--- src/rtl/core/bjsv_pkg.sv ---
// Shared types and constants for the binary JSON stream validator.
`default_nettype none
package bjsv_pkg;

    localparam int CFG_IDX_BITS = 3;

    localparam logic [CFG_IDX_BITS-1:0] CFG_TAG_OBJECT  = 3'd0;
    localparam logic [CFG_IDX_BITS-1:0] CFG_TAG_ARRAY   = 3'd1;
    localparam logic [CFG_IDX_BITS-1:0] CFG_TAG_STRING  = 3'd2;
    localparam logic [CFG_IDX_BITS-1:0] CFG_TAG_DOUBLE  = 3'd3;
    localparam logic [CFG_IDX_BITS-1:0] CFG_TAG_INTEGER = 3'd4;
    localparam logic [CFG_IDX_BITS-1:0] CFG_TAG_TRUE    = 3'd5;
    localparam logic [CFG_IDX_BITS-1:0] CFG_TAG_FALSE   = 3'd6;
    localparam logic [CFG_IDX_BITS-1:0] CFG_TAG_NULL    = 3'd7;

    // Kind of value whose varint is being read
    localparam logic [1:0] KIND_OBJECT  = 2'd0;
    localparam logic [1:0] KIND_ARRAY   = 2'd1;
    localparam logic [1:0] KIND_STRING  = 2'd2;
    localparam logic [1:0] KIND_INTEGER = 2'd3;

    // Parse phase
    localparam logic [1:0] PH_TAG     = 2'd0;
    localparam logic [1:0] PH_VARINT  = 2'd1;
    localparam logic [1:0] PH_PAYLOAD = 2'd2;

    typedef struct packed {
        logic [7:0] tag_object;
        logic [7:0] tag_array;
        logic [7:0] tag_string;
        logic [7:0] tag_double;
        logic [7:0] tag_integer;
        logic [7:0] tag_true;
        logic [7:0] tag_false;
        logic [7:0] tag_null;
    } tags_t;

    // Controller to datapath
    typedef struct packed {
        logic consume;   // run one byte through the parser
        logic pop_step;  // test top of stack and pop if it closes here
        logic clear;     // end of message: return to reset state
    } dp_cmd_t;

    // Datapath to controller
    typedef struct packed {
        logic need_pop;  // a close check or stack refill is pending
        logic ok;        // no error and one complete value
    } dp_stat_t;

endpackage
`default_nettype wire

--- src/rtl/core/bjsv_datapath.sv ---
// Parser datapath: position, varint, nesting stack and error tracking.
`default_nettype none
module bjsv_datapath #(
    parameter int STACK_DEPTH = 16,
    parameter int POS_BITS    = 32
) (
    input  wire logic               clk,
    input  wire logic               rst_n,
    input  wire bjsv_pkg::tags_t    tags,
    input  wire logic [7:0]         data_byte,
    input  wire bjsv_pkg::dp_cmd_t  cmd,
    output bjsv_pkg::dp_stat_t      stat
);
    localparam int LVL_BITS = $clog2(STACK_DEPTH + 1);
    localparam int IDX_BITS = $clog2(STACK_DEPTH);
    localparam logic [POS_BITS-1:0] POS_MAX = {POS_BITS{1'b1}};
    localparam logic [LVL_BITS-1:0] LVL_FULL = LVL_BITS'(STACK_DEPTH);

    // stack memory, undefined until written
    logic [POS_BITS-1:0] end_mem [STACK_DEPTH];
    logic                obj_mem [STACK_DEPTH];
    logic                key_mem [STACK_DEPTH];

    // cached top of stack
    logic [POS_BITS-1:0] top_end_reg, top_end_next;
    logic                top_obj_reg, top_obj_next;
    logic                top_key_reg, top_key_next;

    logic [LVL_BITS-1:0] level_reg, level_next;
    logic [POS_BITS-1:0] pos_reg, pos_next;
    logic [1:0]          phase_reg, phase_next;
    logic [1:0]          kind_reg, kind_next;
    logic [63:0]         acc_reg, acc_next;
    logic [3:0]          vcnt_reg, vcnt_next;
    logic [POS_BITS-1:0] pend_reg, pend_next;
    logic                done_reg, done_next;
    logic                err_reg, err_next;
    logic                popchk_reg, popchk_next;
    logic                refill_reg, refill_next;

    // stack memory ports
    logic                wr_en;
    logic [IDX_BITS-1:0] wr_idx;
    logic [POS_BITS-1:0] wr_end;
    logic                wr_obj, wr_key;
    logic [IDX_BITS-1:0] rd_idx;
    logic [POS_BITS-1:0] rd_end_reg;
    logic                rd_obj_reg, rd_key_reg;

    logic [POS_BITS-1:0] q, room;
    logic [63:0]         acc_new;
    logic [6:0]          shamt;
    logic                len_fits;
    logic [POS_BITS:0]   end_sum;

    always_comb
    begin
        q = pos_reg + 1'b1;
        room = (level_reg != '0) ? (top_end_reg - q) : (POS_MAX - q);
        shamt = 7'(vcnt_reg) * 7'd7;
        acc_new = acc_reg;
        if (shamt < 7'd64)
        begin
            acc_new = acc_reg | (64'(data_byte[6:0]) << shamt[5:0]);
        end
        len_fits = (acc_new <= 64'(room));
        end_sum = {1'b0, q} + (POS_BITS+1)'(acc_new[POS_BITS-1:0]);
    end

    always_comb
    begin
        top_end_next = top_end_reg;
        top_obj_next = top_obj_reg;
        top_key_next = top_key_reg;
        level_next   = level_reg;
        pos_next     = pos_reg;
        phase_next   = phase_reg;
        kind_next    = kind_reg;
        acc_next     = acc_reg;
        vcnt_next    = vcnt_reg;
        pend_next    = pend_reg;
        done_next    = done_reg;
        err_next     = err_reg;
        popchk_next  = 1'b0;
        refill_next  = 1'b0;
        wr_en  = 1'b0;
        wr_idx = level_reg[IDX_BITS-1:0];
        wr_end = q + acc_new[POS_BITS-1:0];
        wr_obj = (kind_reg == bjsv_pkg::KIND_OBJECT);
        wr_key = 1'b1;
        rd_idx = IDX_BITS'(level_reg - 2'd2);

        if (refill_reg)
        begin
            top_end_next = rd_end_reg;
            top_obj_next = rd_obj_reg;
            top_key_next = rd_key_reg;
        end

        if (cmd.clear)
        begin
            level_next = '0;
            pos_next   = '0;
            phase_next = bjsv_pkg::PH_TAG;
            kind_next  = bjsv_pkg::KIND_OBJECT;
            acc_next   = '0;
            vcnt_next  = '0;
            pend_next  = '0;
            done_next  = 1'b0;
            err_next   = 1'b0;
        end
        else if (cmd.consume && !err_reg)
        begin
            if (done_reg || pos_reg == POS_MAX)
            begin
                err_next = 1'b0 | 1'b1;
            end
            else
            begin
                priority if (phase_reg == bjsv_pkg::PH_TAG)
                begin
                    logic key_due;
                    logic bad;
                    key_due = (level_reg != '0) && top_obj_reg && top_key_reg;
                    bad = 1'b0;
                    if (level_reg != '0 && top_obj_reg)
                    begin
                        top_key_next = !top_key_reg;
                        wr_en  = 1'b1;
                        wr_idx = IDX_BITS'(level_reg - 1'b1);
                        wr_end = top_end_reg;
                        wr_obj = top_obj_reg;
                        wr_key = !top_key_reg;
                    end
                    acc_next  = '0;
                    vcnt_next = '0;
                    priority if (key_due)
                    begin
                        if (data_byte != tags.tag_string)
                        begin
                            bad = 1'b1;
                        end
                        else
                        begin
                            phase_next = bjsv_pkg::PH_VARINT;
                            kind_next  = bjsv_pkg::KIND_STRING;
                        end
                    end
                    else if (data_byte == tags.tag_object)
                    begin
                        phase_next = bjsv_pkg::PH_VARINT;
                        kind_next  = bjsv_pkg::KIND_OBJECT;
                    end
                    else if (data_byte == tags.tag_array)
                    begin
                        phase_next = bjsv_pkg::PH_VARINT;
                        kind_next  = bjsv_pkg::KIND_ARRAY;
                    end
                    else if (data_byte == tags.tag_string)
                    begin
                        phase_next = bjsv_pkg::PH_VARINT;
                        kind_next  = bjsv_pkg::KIND_STRING;
                    end
                    else if (data_byte == tags.tag_double)
                    begin
                        if (room < POS_BITS'(8))
                        begin
                            bad = 1'b1;
                        end
                        else
                        begin
                            pend_next  = q + POS_BITS'(8);
                            phase_next = bjsv_pkg::PH_PAYLOAD;
                        end
                    end
                    else if (data_byte == tags.tag_integer)
                    begin
                        phase_next = bjsv_pkg::PH_VARINT;
                        kind_next  = bjsv_pkg::KIND_INTEGER;
                    end
                    else if (data_byte == tags.tag_true || data_byte == tags.tag_false
                             || data_byte == tags.tag_null)
                    begin
                        phase_next = bjsv_pkg::PH_TAG;
                    end
                    else
                    begin
                        bad = 1'b1;
                    end
                    if (bad)
                    begin
                        err_next = 1'b1;
                    end
                    else
                    begin
                        pos_next    = q;
                        popchk_next = 1'b1;
                    end
                end
                else if (phase_reg == bjsv_pkg::PH_VARINT)
                begin
                    acc_next  = acc_new;
                    vcnt_next = vcnt_reg + 1'b1;
                    if (data_byte[7])
                    begin
                        if (vcnt_reg >= 4'd9)
                        begin
                            err_next = 1'b1;
                        end
                        else
                        begin
                            pos_next    = q;
                            popchk_next = 1'b1;
                        end
                    end
                    else
                    begin
                        phase_next = bjsv_pkg::PH_TAG;
                        unique case (kind_reg)
                            bjsv_pkg::KIND_STRING:
                            begin
                                if (!len_fits)
                                begin
                                    err_next = 1'b1;
                                end
                                else
                                begin
                                    if (acc_new != '0)
                                    begin
                                        pend_next  = end_sum[POS_BITS-1:0];
                                        phase_next = bjsv_pkg::PH_PAYLOAD;
                                    end
                                    pos_next    = q;
                                    popchk_next = 1'b1;
                                end
                            end
                            bjsv_pkg::KIND_OBJECT, bjsv_pkg::KIND_ARRAY:
                            begin
                                if (!len_fits || level_reg >= LVL_FULL)
                                begin
                                    err_next = 1'b1;
                                end
                                else
                                begin
                                    wr_en  = 1'b1;
                                    wr_idx = level_reg[IDX_BITS-1:0];
                                    wr_end = end_sum[POS_BITS-1:0];
                                    wr_obj = (kind_reg == bjsv_pkg::KIND_OBJECT);
                                    wr_key = 1'b1;
                                    top_end_next = end_sum[POS_BITS-1:0];
                                    top_obj_next = wr_obj;
                                    top_key_next = 1'b1;
                                    level_next   = level_reg + 1'b1;
                                    pos_next     = q;
                                    popchk_next  = 1'b1;
                                end
                            end
                            default:
                            begin
                                pos_next    = q;
                                popchk_next = 1'b1;
                            end
                        endcase
                    end
                end
                else
                begin
                    if (q == pend_reg)
                    begin
                        phase_next = bjsv_pkg::PH_TAG;
                    end
                    pos_next    = q;
                    popchk_next = 1'b1;
                end
            end
        end
        else if (cmd.pop_step && !err_reg && !refill_reg)
        begin
            // one close check per cycle; the refill cycle loads the new top
            if (phase_reg != bjsv_pkg::PH_TAG)
            begin
                if (level_reg != '0 && top_end_reg == pos_reg)
                begin
                    err_next = 1'b1;
                end
            end
            else if (level_reg != '0 && top_end_reg == pos_reg)
            begin
                if (top_obj_reg && !top_key_reg)
                begin
                    err_next = 1'b1;
                end
                else
                begin
                    level_next = level_reg - 1'b1;
                    if (level_reg == LVL_BITS'(1))
                    begin
                        done_next = 1'b1;
                    end
                    else
                    begin
                        refill_next = 1'b1;
                        popchk_next = 1'b1;
                    end
                end
            end
            else if (level_reg == '0)
            begin
                done_next = 1'b1;
            end
        end
        else if (cmd.pop_step && refill_reg)
        begin
            popchk_next = popchk_reg;
        end
    end

    always_ff @(posedge clk)
    begin
        if (wr_en)
        begin
            end_mem[wr_idx] <= wr_end;
            obj_mem[wr_idx] <= wr_obj;
            key_mem[wr_idx] <= wr_key;
        end
        rd_end_reg <= end_mem[rd_idx];
        rd_obj_reg <= obj_mem[rd_idx];
        rd_key_reg <= key_mem[rd_idx];
    end

    always_ff @(posedge clk or negedge rst_n)
    begin
        if (!rst_n)
        begin
            level_reg  <= '0;
            pos_reg    <= '0;
            phase_reg  <= bjsv_pkg::PH_TAG;
            kind_reg   <= bjsv_pkg::KIND_OBJECT;
            acc_reg    <= '0;
            vcnt_reg   <= '0;
            pend_reg   <= '0;
            done_reg   <= 1'b0;
            err_reg    <= 1'b0;
            popchk_reg <= 1'b0;
            refill_reg <= 1'b0;
        end
        else
        begin
            level_reg  <= level_next;
            pos_reg    <= pos_next;
            phase_reg  <= phase_next;
            kind_reg   <= kind_next;
            acc_reg    <= acc_next;
            vcnt_reg   <= vcnt_next;
            pend_reg   <= pend_next;
            done_reg   <= done_next;
            err_reg    <= err_next;
            popchk_reg <= popchk_next;
            refill_reg <= refill_next;
        end
    end

    always_ff @(posedge clk)
    begin
        top_end_reg <= top_end_next;
        top_obj_reg <= top_obj_next;
        top_key_reg <= top_key_next;
    end

    always_comb
    begin
        stat.need_pop = (popchk_reg || refill_reg) && !err_reg;
        stat.ok       = !err_reg && done_reg;
    end

endmodule
`default_nettype wire

--- src/rtl/core/bjsv_ctrl.sv ---
// Controller: takes a byte, runs the close checks, then after the last byte delivers the flag.
`default_nettype none
module bjsv_ctrl (
    input  wire logic               clk,
    input  wire logic               rst_n,
    input  wire logic               in_valid,
    output logic                    in_stall,
    input  wire logic               in_last,
    output logic                    out_valid,
    input  wire logic               out_stall,
    output logic                    out_flag,
    output bjsv_pkg::dp_cmd_t       cmd,
    input  wire bjsv_pkg::dp_stat_t stat
);
    localparam logic [1:0] ST_IDLE  = 2'd0;
    localparam logic [1:0] ST_CLOSE = 2'd1;
    localparam logic [1:0] ST_OUT   = 2'd2;

    logic [1:0] state_reg, state_next;
    logic       last_reg, last_next;
    logic       ovalid_reg, ovalid_next;
    logic       oflag_reg, oflag_next;
    logic       accept;

    assign accept   = in_valid && !in_stall;
    assign in_stall = (state_reg != ST_IDLE);

    always_comb
    begin
        state_next  = state_reg;
        last_next   = last_reg;
        ovalid_next = ovalid_reg && out_stall;
        oflag_next  = oflag_reg;
        cmd.consume  = accept;
        cmd.pop_step = 1'b0;
        cmd.clear    = 1'b0;
        unique case (state_reg)
            ST_IDLE:
            begin
                if (accept)
                begin
                    last_next  = in_last;
                    state_next = ST_CLOSE;
                end
            end
            ST_CLOSE:
            begin
                cmd.pop_step = 1'b1;
                if (!stat.need_pop)
                begin
                    cmd.pop_step = 1'b0;
                    state_next = last_reg ? ST_OUT : ST_IDLE;
                end
            end
            ST_OUT:
            begin
                // wait for the output register to drain
                if (!ovalid_reg || !out_stall)
                begin
                    ovalid_next = 1'b1;
                    oflag_next  = stat.ok;
                    cmd.clear   = 1'b1;
                    state_next  = ST_IDLE;
                end
            end
            default:
            begin
                state_next = ST_IDLE;
            end
        endcase
    end

    always_ff @(posedge clk or negedge rst_n)
    begin
        if (!rst_n)
        begin
            state_reg  <= ST_IDLE;
            last_reg   <= 1'b0;
            ovalid_reg <= 1'b0;
        end
        else
        begin
            state_reg  <= state_next;
            last_reg   <= last_next;
            ovalid_reg <= ovalid_next;
        end
    end

    always_ff @(posedge clk)
    begin
        oflag_reg <= oflag_next;
    end

    assign out_valid = ovalid_reg;
    assign out_flag  = oflag_reg;

endmodule
`default_nettype wire

--- src/rtl/core/bjsv_cfg.sv ---
// Tag configuration registers.
`default_nettype none
module bjsv_cfg (
    input  wire logic                              clk,
    input  wire logic                              rst_n,
    input  wire logic                              cfg_we,
    input  wire logic [bjsv_pkg::CFG_IDX_BITS-1:0] cfg_idx,
    input  wire logic [7:0]                        cfg_data,
    output bjsv_pkg::tags_t                        tags
);
    bjsv_pkg::tags_t tags_reg;

    always_ff @(posedge clk or negedge rst_n)
    begin
        if (!rst_n)
        begin
            tags_reg.tag_object  <= 8'd1;
            tags_reg.tag_array   <= 8'd2;
            tags_reg.tag_string  <= 8'd3;
            tags_reg.tag_double  <= 8'd4;
            tags_reg.tag_integer <= 8'd5;
            tags_reg.tag_true    <= 8'd6;
            tags_reg.tag_false   <= 8'd7;
            tags_reg.tag_null    <= 8'd8;
        end
        else if (cfg_we)
        begin
            unique case (cfg_idx)
                bjsv_pkg::CFG_TAG_OBJECT:  tags_reg.tag_object  <= cfg_data;
                bjsv_pkg::CFG_TAG_ARRAY:   tags_reg.tag_array   <= cfg_data;
                bjsv_pkg::CFG_TAG_STRING:  tags_reg.tag_string  <= cfg_data;
                bjsv_pkg::CFG_TAG_DOUBLE:  tags_reg.tag_double  <= cfg_data;
                bjsv_pkg::CFG_TAG_INTEGER: tags_reg.tag_integer <= cfg_data;
                bjsv_pkg::CFG_TAG_TRUE:    tags_reg.tag_true    <= cfg_data;
                bjsv_pkg::CFG_TAG_FALSE:   tags_reg.tag_false   <= cfg_data;
                bjsv_pkg::CFG_TAG_NULL:    tags_reg.tag_null    <= cfg_data;
                default:                   tags_reg.tag_null    <= tags_reg.tag_null;
            endcase
        end
    end

    assign tags = tags_reg;

endmodule
`default_nettype wire

--- src/rtl/core/binary_json_stream_validator_unit.sv ---
// Top level of the binary JSON stream validator.
//
//  channel | signals                          | dir | payload
//  in      | in_valid / in_stall              | in  | data_byte, last_byte
//  out     | out_valid / out_stall            | out | message_valid (last byte only)
//  cfg     | cfg_we, cfg_index, cfg_data      | in  | tag registers 0..7
//
// A byte goes through the transfer, one close check and the return to idle;
// a byte that raises the error returns to idle with no close check. Each
// container it closes while another stays open adds a stack memory read to
// reload the top, then a recheck. The last byte loads the output register.
// Reset clears the parse state; the cached top and the stack memory need no
// clearing. A stalled output holds the next last byte until the flag is taken.
`default_nettype none
module binary_json_stream_validator_unit #(
    parameter int STACK_DEPTH = 16,
    parameter int POS_BITS    = 32
) (
    input  wire logic       clk,
    input  wire logic       rst_n,
    input  wire logic       in_valid,
    output logic            in_stall,
    input  wire logic [7:0] data_byte,
    input  wire logic       last_byte,
    output logic            out_valid,
    input  wire logic       out_stall,
    output logic            message_valid,
    input  wire logic       cfg_we,
    input  wire logic [2:0] cfg_index,
    input  wire logic [7:0] cfg_data
);
    bjsv_pkg::tags_t    tags;
    bjsv_pkg::dp_cmd_t  cmd;
    bjsv_pkg::dp_stat_t stat;

    bjsv_cfg u_cfg (
        .clk(clk), .rst_n(rst_n), .cfg_we(cfg_we), .cfg_idx(cfg_index),
        .cfg_data(cfg_data), .tags(tags)
    );

    bjsv_datapath #(.STACK_DEPTH(STACK_DEPTH), .POS_BITS(POS_BITS)) u_dp (
        .clk(clk), .rst_n(rst_n), .tags(tags), .data_byte(data_byte),
        .cmd(cmd), .stat(stat)
    );

    bjsv_ctrl u_ctrl (
        .clk(clk), .rst_n(rst_n), .in_valid(in_valid), .in_stall(in_stall),
        .in_last(last_byte), .out_valid(out_valid), .out_stall(out_stall),
        .out_flag(message_valid), .cmd(cmd), .stat(stat)
    );

endmodule
`default_nettype wire

--- config.mk ---
export PLATFORM = sky130hd
export DESIGN_NAME = binary_json_stream_validator_unit
export DESIGN_NICKNAME = d
export VERILOG_FILES = /design/src/rtl/core/bjsv_pkg.sv /design/src/rtl/core/bjsv_datapath.sv /design/src/rtl/core/bjsv_ctrl.sv /design/src/rtl/core/bjsv_cfg.sv /design/src/rtl/core/binary_json_stream_validator_unit.sv
export SDC_FILE = /design/constraint.sdc
export NUM_CORES = 2
export LEC_CHECK = 0
export BUFFER_PORTS_ARGS = -buffer_cell sky130_fd_sc_hd__buf_2
export CAP_MARGIN = 20
export CORE_ASPECT_RATIO = 1.1
export CORE_MARGIN = 3
export CORE_UTILIZATION = 45
export CTS_BUF_LIST = sky130_fd_sc_hd__clkbuf_8
export DETAILED_ROUTE_END_ITERATION = 12
export GPL_ROUTABILITY_DRIVEN = 1
export GPL_TIMING_DRIVEN = 1
export PLACE_DENSITY_LB_ADDON = 0.3
export SLEW_MARGIN = 20
export SYNTH_ARGS = -nofsm -noshare
export SYNTH_HDL_FRONTEND = slang
export SYNTH_SLANG_ARGS = --single-unit
--- constraint.sdc ---
create_clock -name clk -period 14.5 [get_ports clk]
set_clock_uncertainty 0.15 [all_clocks]
set_input_delay 2.9 -clock clk [delete_from_list [all_inputs] [get_ports clk]]
set_output_delay 2.9 -clock clk [all_outputs]
set_load 0.02 [all_outputs]
==> impl_summary.md <==
Run status
The flow ran to the end, and the final reports show no timing, DRC or antenna violations.

Setup path
Data on the critical path arrives at its endpoint at 9.90 ns. STA puts the critical path data required time at 14.82 ns. By startpoint and endpoint, the worst setup path is classified as reg2reg.

The cell with the largest stage delay on the worst path is sky130_fd_sc_hd__nor2_4. The critical path buffer and inverter count is 3. The number of cells on the worst reg-to-reg path is 30.

STA classifies the critical path startpoint as a register. The worst setup path is captured at a register. Of all nets on the critical path, the largest fanout is 69. The total number of cells along the worst setup path is 30. Counting stages on the worst path, the most repeated cell is sky130_fd_sc_hd__ha_1. The cell family contributing the most delay on the critical path is simple AND/OR/NAND/NOR gates. For this run, the slowest stage of the critical path takes 0.58 ns. Across all register-to-register paths, the minimum setup slack is 4.91 ns.

Clocking
The clock latency reported for the late side of the worst-skew pair is 0.81 ns. After clock tree synthesis, the clock-pin slew on the worst setup and hold paths is 0.06 ns. The post-cts resize count is 0. The number of clock sinks seen by CTS is 826.

The number of hold buffers added after CTS was 0. TritonCTS built the clock tree. The number of buffers created by CTS is 138. The maximum clock insertion buffer count is 3.

The H-tree was split into 4 levels. The count of buffers added by post-CTS timing repair for setup is 0. The clock root buffer is sky130_fd_sc_hd__clkbuf_8.

Final layout
Leaving out fill and tap cells, the most frequent cell in the layout is sky130_fd_sc_hd__edfxtp_1. The final layout net count is 3,483. The register with the most flip-flops in the layout has 512 of them. In the layout the commonest cells are sky130_fd_sc_hd__edfxtp_1 (545), sky130_fd_sc_hd__nand2_1 (219), sky130_fd_sc_hd__a21oi_1 (216), sky130_fd_sc_hd__nor2_1 (213), sky130_fd_sc_hd__dfrtp_1 (197).

The post-route netlist has 17.8% of its cells at a drive strength greater than 1. Compared with the post-synthesis result, the final layout area differs by 10.4%.

Timing
For this run, the top clock speed supported by timing is 0.104 GHz. For the pin with the worst max-slew slack, the measured transition is 1.11 ns. Measured against its own limit, the worst slew margin works out to 25.5%. The time the final worst path needs with I/O delays and setup is 9.59 ns. The smallest setup slack after layout is 4.91 ns. Setup repair after global routing left no endpoint under its margin.

The final number of max-transition violations is 0. Summed over all failing endpoints, the final setup total negative slack is 0 ns. The number of failing setup endpoints in the final timing report is 0. The final critical path takes up 66.1% of the cycle.

The number of endpoints with negative hold slack in the final report was 0.

Synth
The flip-flop cell with the highest count after synthesis is sky130_fd_sc_hd__edfxtp_1. Yosys mapped a number of flops with a built-in enable equal to 545. The mean post-synth cell area is 12.6 um2. Synthesis inferred 826 register bits. The cell area after synthesis is 41,500 um2.

Counting flops with an async set or reset pin after synthesis yields a share of 25.8%. Synthesis produced a netlist whose cell count is 3,286. During synthesis, Yosys emitted a total of 0 warnings.

Counting every net in the synthesized netlist gives 3,421. After synthesis, flip-flops and latches occupy 55.6% of the total area. Ranked by total cell area, the synthesized netlist is headed by sky130_fd_sc_hd__edfxtp_1 (39%), sky130_fd_sc_hd__dfrtp_1 (12%), sky130_fd_sc_hd__mux4_2 (9.5%), sky130_fd_sc_hd__xnor2_1 (3.5%), sky130_fd_sc_hd__dfxtp_1 (3.3%). The number of distinct standard cells referenced by the synthesized netlist is 97. The share of the synthesized area in the top cell type is 39.4%.

Of all cell types, the one taking the most synthesized area is sky130_fd_sc_hd__edfxtp_1.

Routing
The detailed-route wire length per cell is 23.1 um. Summing over every cut layer, the via total after detailed routing is 27,500. The total routed wirelength is 107 mm. The detailed router finished its first iteration with 2,646 violations. The number of nets with antenna violations after routing is 0.

The pre-antenna-repair detailed-routing pass consisted of 7 iterations. The per-cell via count in the routed design is 5.94. The number of DRC violations after detailed routing is 0.

Global route
The number of global-route vias before repair was 27,200. In the global route stage, met3 resource usage came out at 3.70%. For met1 alone, demand over resource in global routing was 31.8%. In this run the most used layer during global routing was met2. For this run, the total global-route usage over all layers was measured as 22.6%. The total overflow reported by the global router is 0. The pin count of the biggest net entering global routing is 111. Global routing used 35.3% of the available met2 tracks. The wire length of the first global-routing pass is 167 mm.

The initial antenna violation count is 1.

Worst hold path
The worst hold path was traced through 2 stages. The type of the most critical hold path is reg2reg.

Placed design
Detailed placement ended at an HPWL of 73.4 mm. Buffers placed on the I/O ports in this run total 27. The congestion estimate from routability-driven global placement came to 0.936. Prior to clock tree synthesis, the placed netlist has a worst setup slack of 5.02 ns.

Run
Max-cap violations in this run came to 0.

Floorplanning
In this run the horizontal extent of the chip is 296 um. The effective utilization at floorplan is 45.5%. The chip height is 325 um. The area of the core is 91,300 um2. The site row count is 116. The I/O pin total is 28.

The die outline area is 96,000 um2.

Power and ir drop
The worst voltage drop across the vdd grid is 0.000131 V. The ratio of total power to cell area is 204 nW/um2. The leakage dissipation is 0.0168 uW.
-- layout make-up --
class	instances	area (um2)
Antenna cell	2	5.00
Inverter	101	379
Timing Repair Buffer	103	766
Clock inverter	96	534
Sequential cell	826	23100
Multi-Input combinational cell	2178	17500
Fill cell	7870	45500
Tap cell	1180	1480
Clock buffer	149	2050
-- kinds of logic after synthesis --
logic type	synth area share [%]
and+or+nand+nor	10.6
AOI/OAI and AO/OA	9.95
xor gates and xnor gates	5.14
muxes	12.5
DFF	55.6
adders and majority gates	3.57
buffers and inverters	2.70
-- Yosys cell counts (all sizes together), types with 82 or more instances --
cell / number
nand3: 82
ha: 104
nand2: 220
nor2: 233
edfxtp: 545
xnor2: 166
clkbuf: 131
a21oi: 217
inv: 99
dfrtp: 200
o21ai: 122
mux4: 176
-- worst paths after layout --
check,start,end
worst max register to register,u_dp.pos_reg[0],u_dp.end_mem[2][18]
worst min register to register,u_dp.rd_end_reg[4],u_dp.top_end_reg[4]
worst min-delay path,u_dp.rd_end_reg[4],u_dp.top_end_reg[4]
min in group asynchronous,rst_n,u_cfg.tags[22]
max in group asynchronous,rst_n,u_dp.level_reg[0]
worst max-delay path,u_dp.pos_reg[0],u_dp.end_mem[2][18]
-- through the flow --
stage,util [%],power (uW),cells,hold slack [ns],area [um2]
6_report,50.2,9330,4635,0.348,45800
5_1_grt,50.2,9890,4634,0.372,45800
4_1_cts,50.1,9350,4629,0.349,45700
3_5_place_dp,47.3,7390,4384,0.329,43100
3_3_place_gp,47.3,7370,4384,0.327,43100
2_1_floorplan,-,6000,3286,0.306,41500
-- tightest hold or removal path, delay by kind of cell (launching register included) --
family | cells | cell delay (ns)
flip-flops | 1 | 0.31
AO/OA/AOI/OAI | 2 | 0.15
-- layer usage --
metal / share of wire (%) / routed length [um] / vias up
li1: - / - / 12600
met1: 44 / 47100 / 13800
met2: 47 / 50400 / 947
met3: 6.0 / 6480 / 157
met4: 3.1 / 3340 / 0
met5: 0 / 0 / -
-- where the power goes --
group          switching [uW]  internal (uW)
combinational            2610           1410
clock                     943            992
sequential                215           3160
Power figures use the tool's default switching activity.
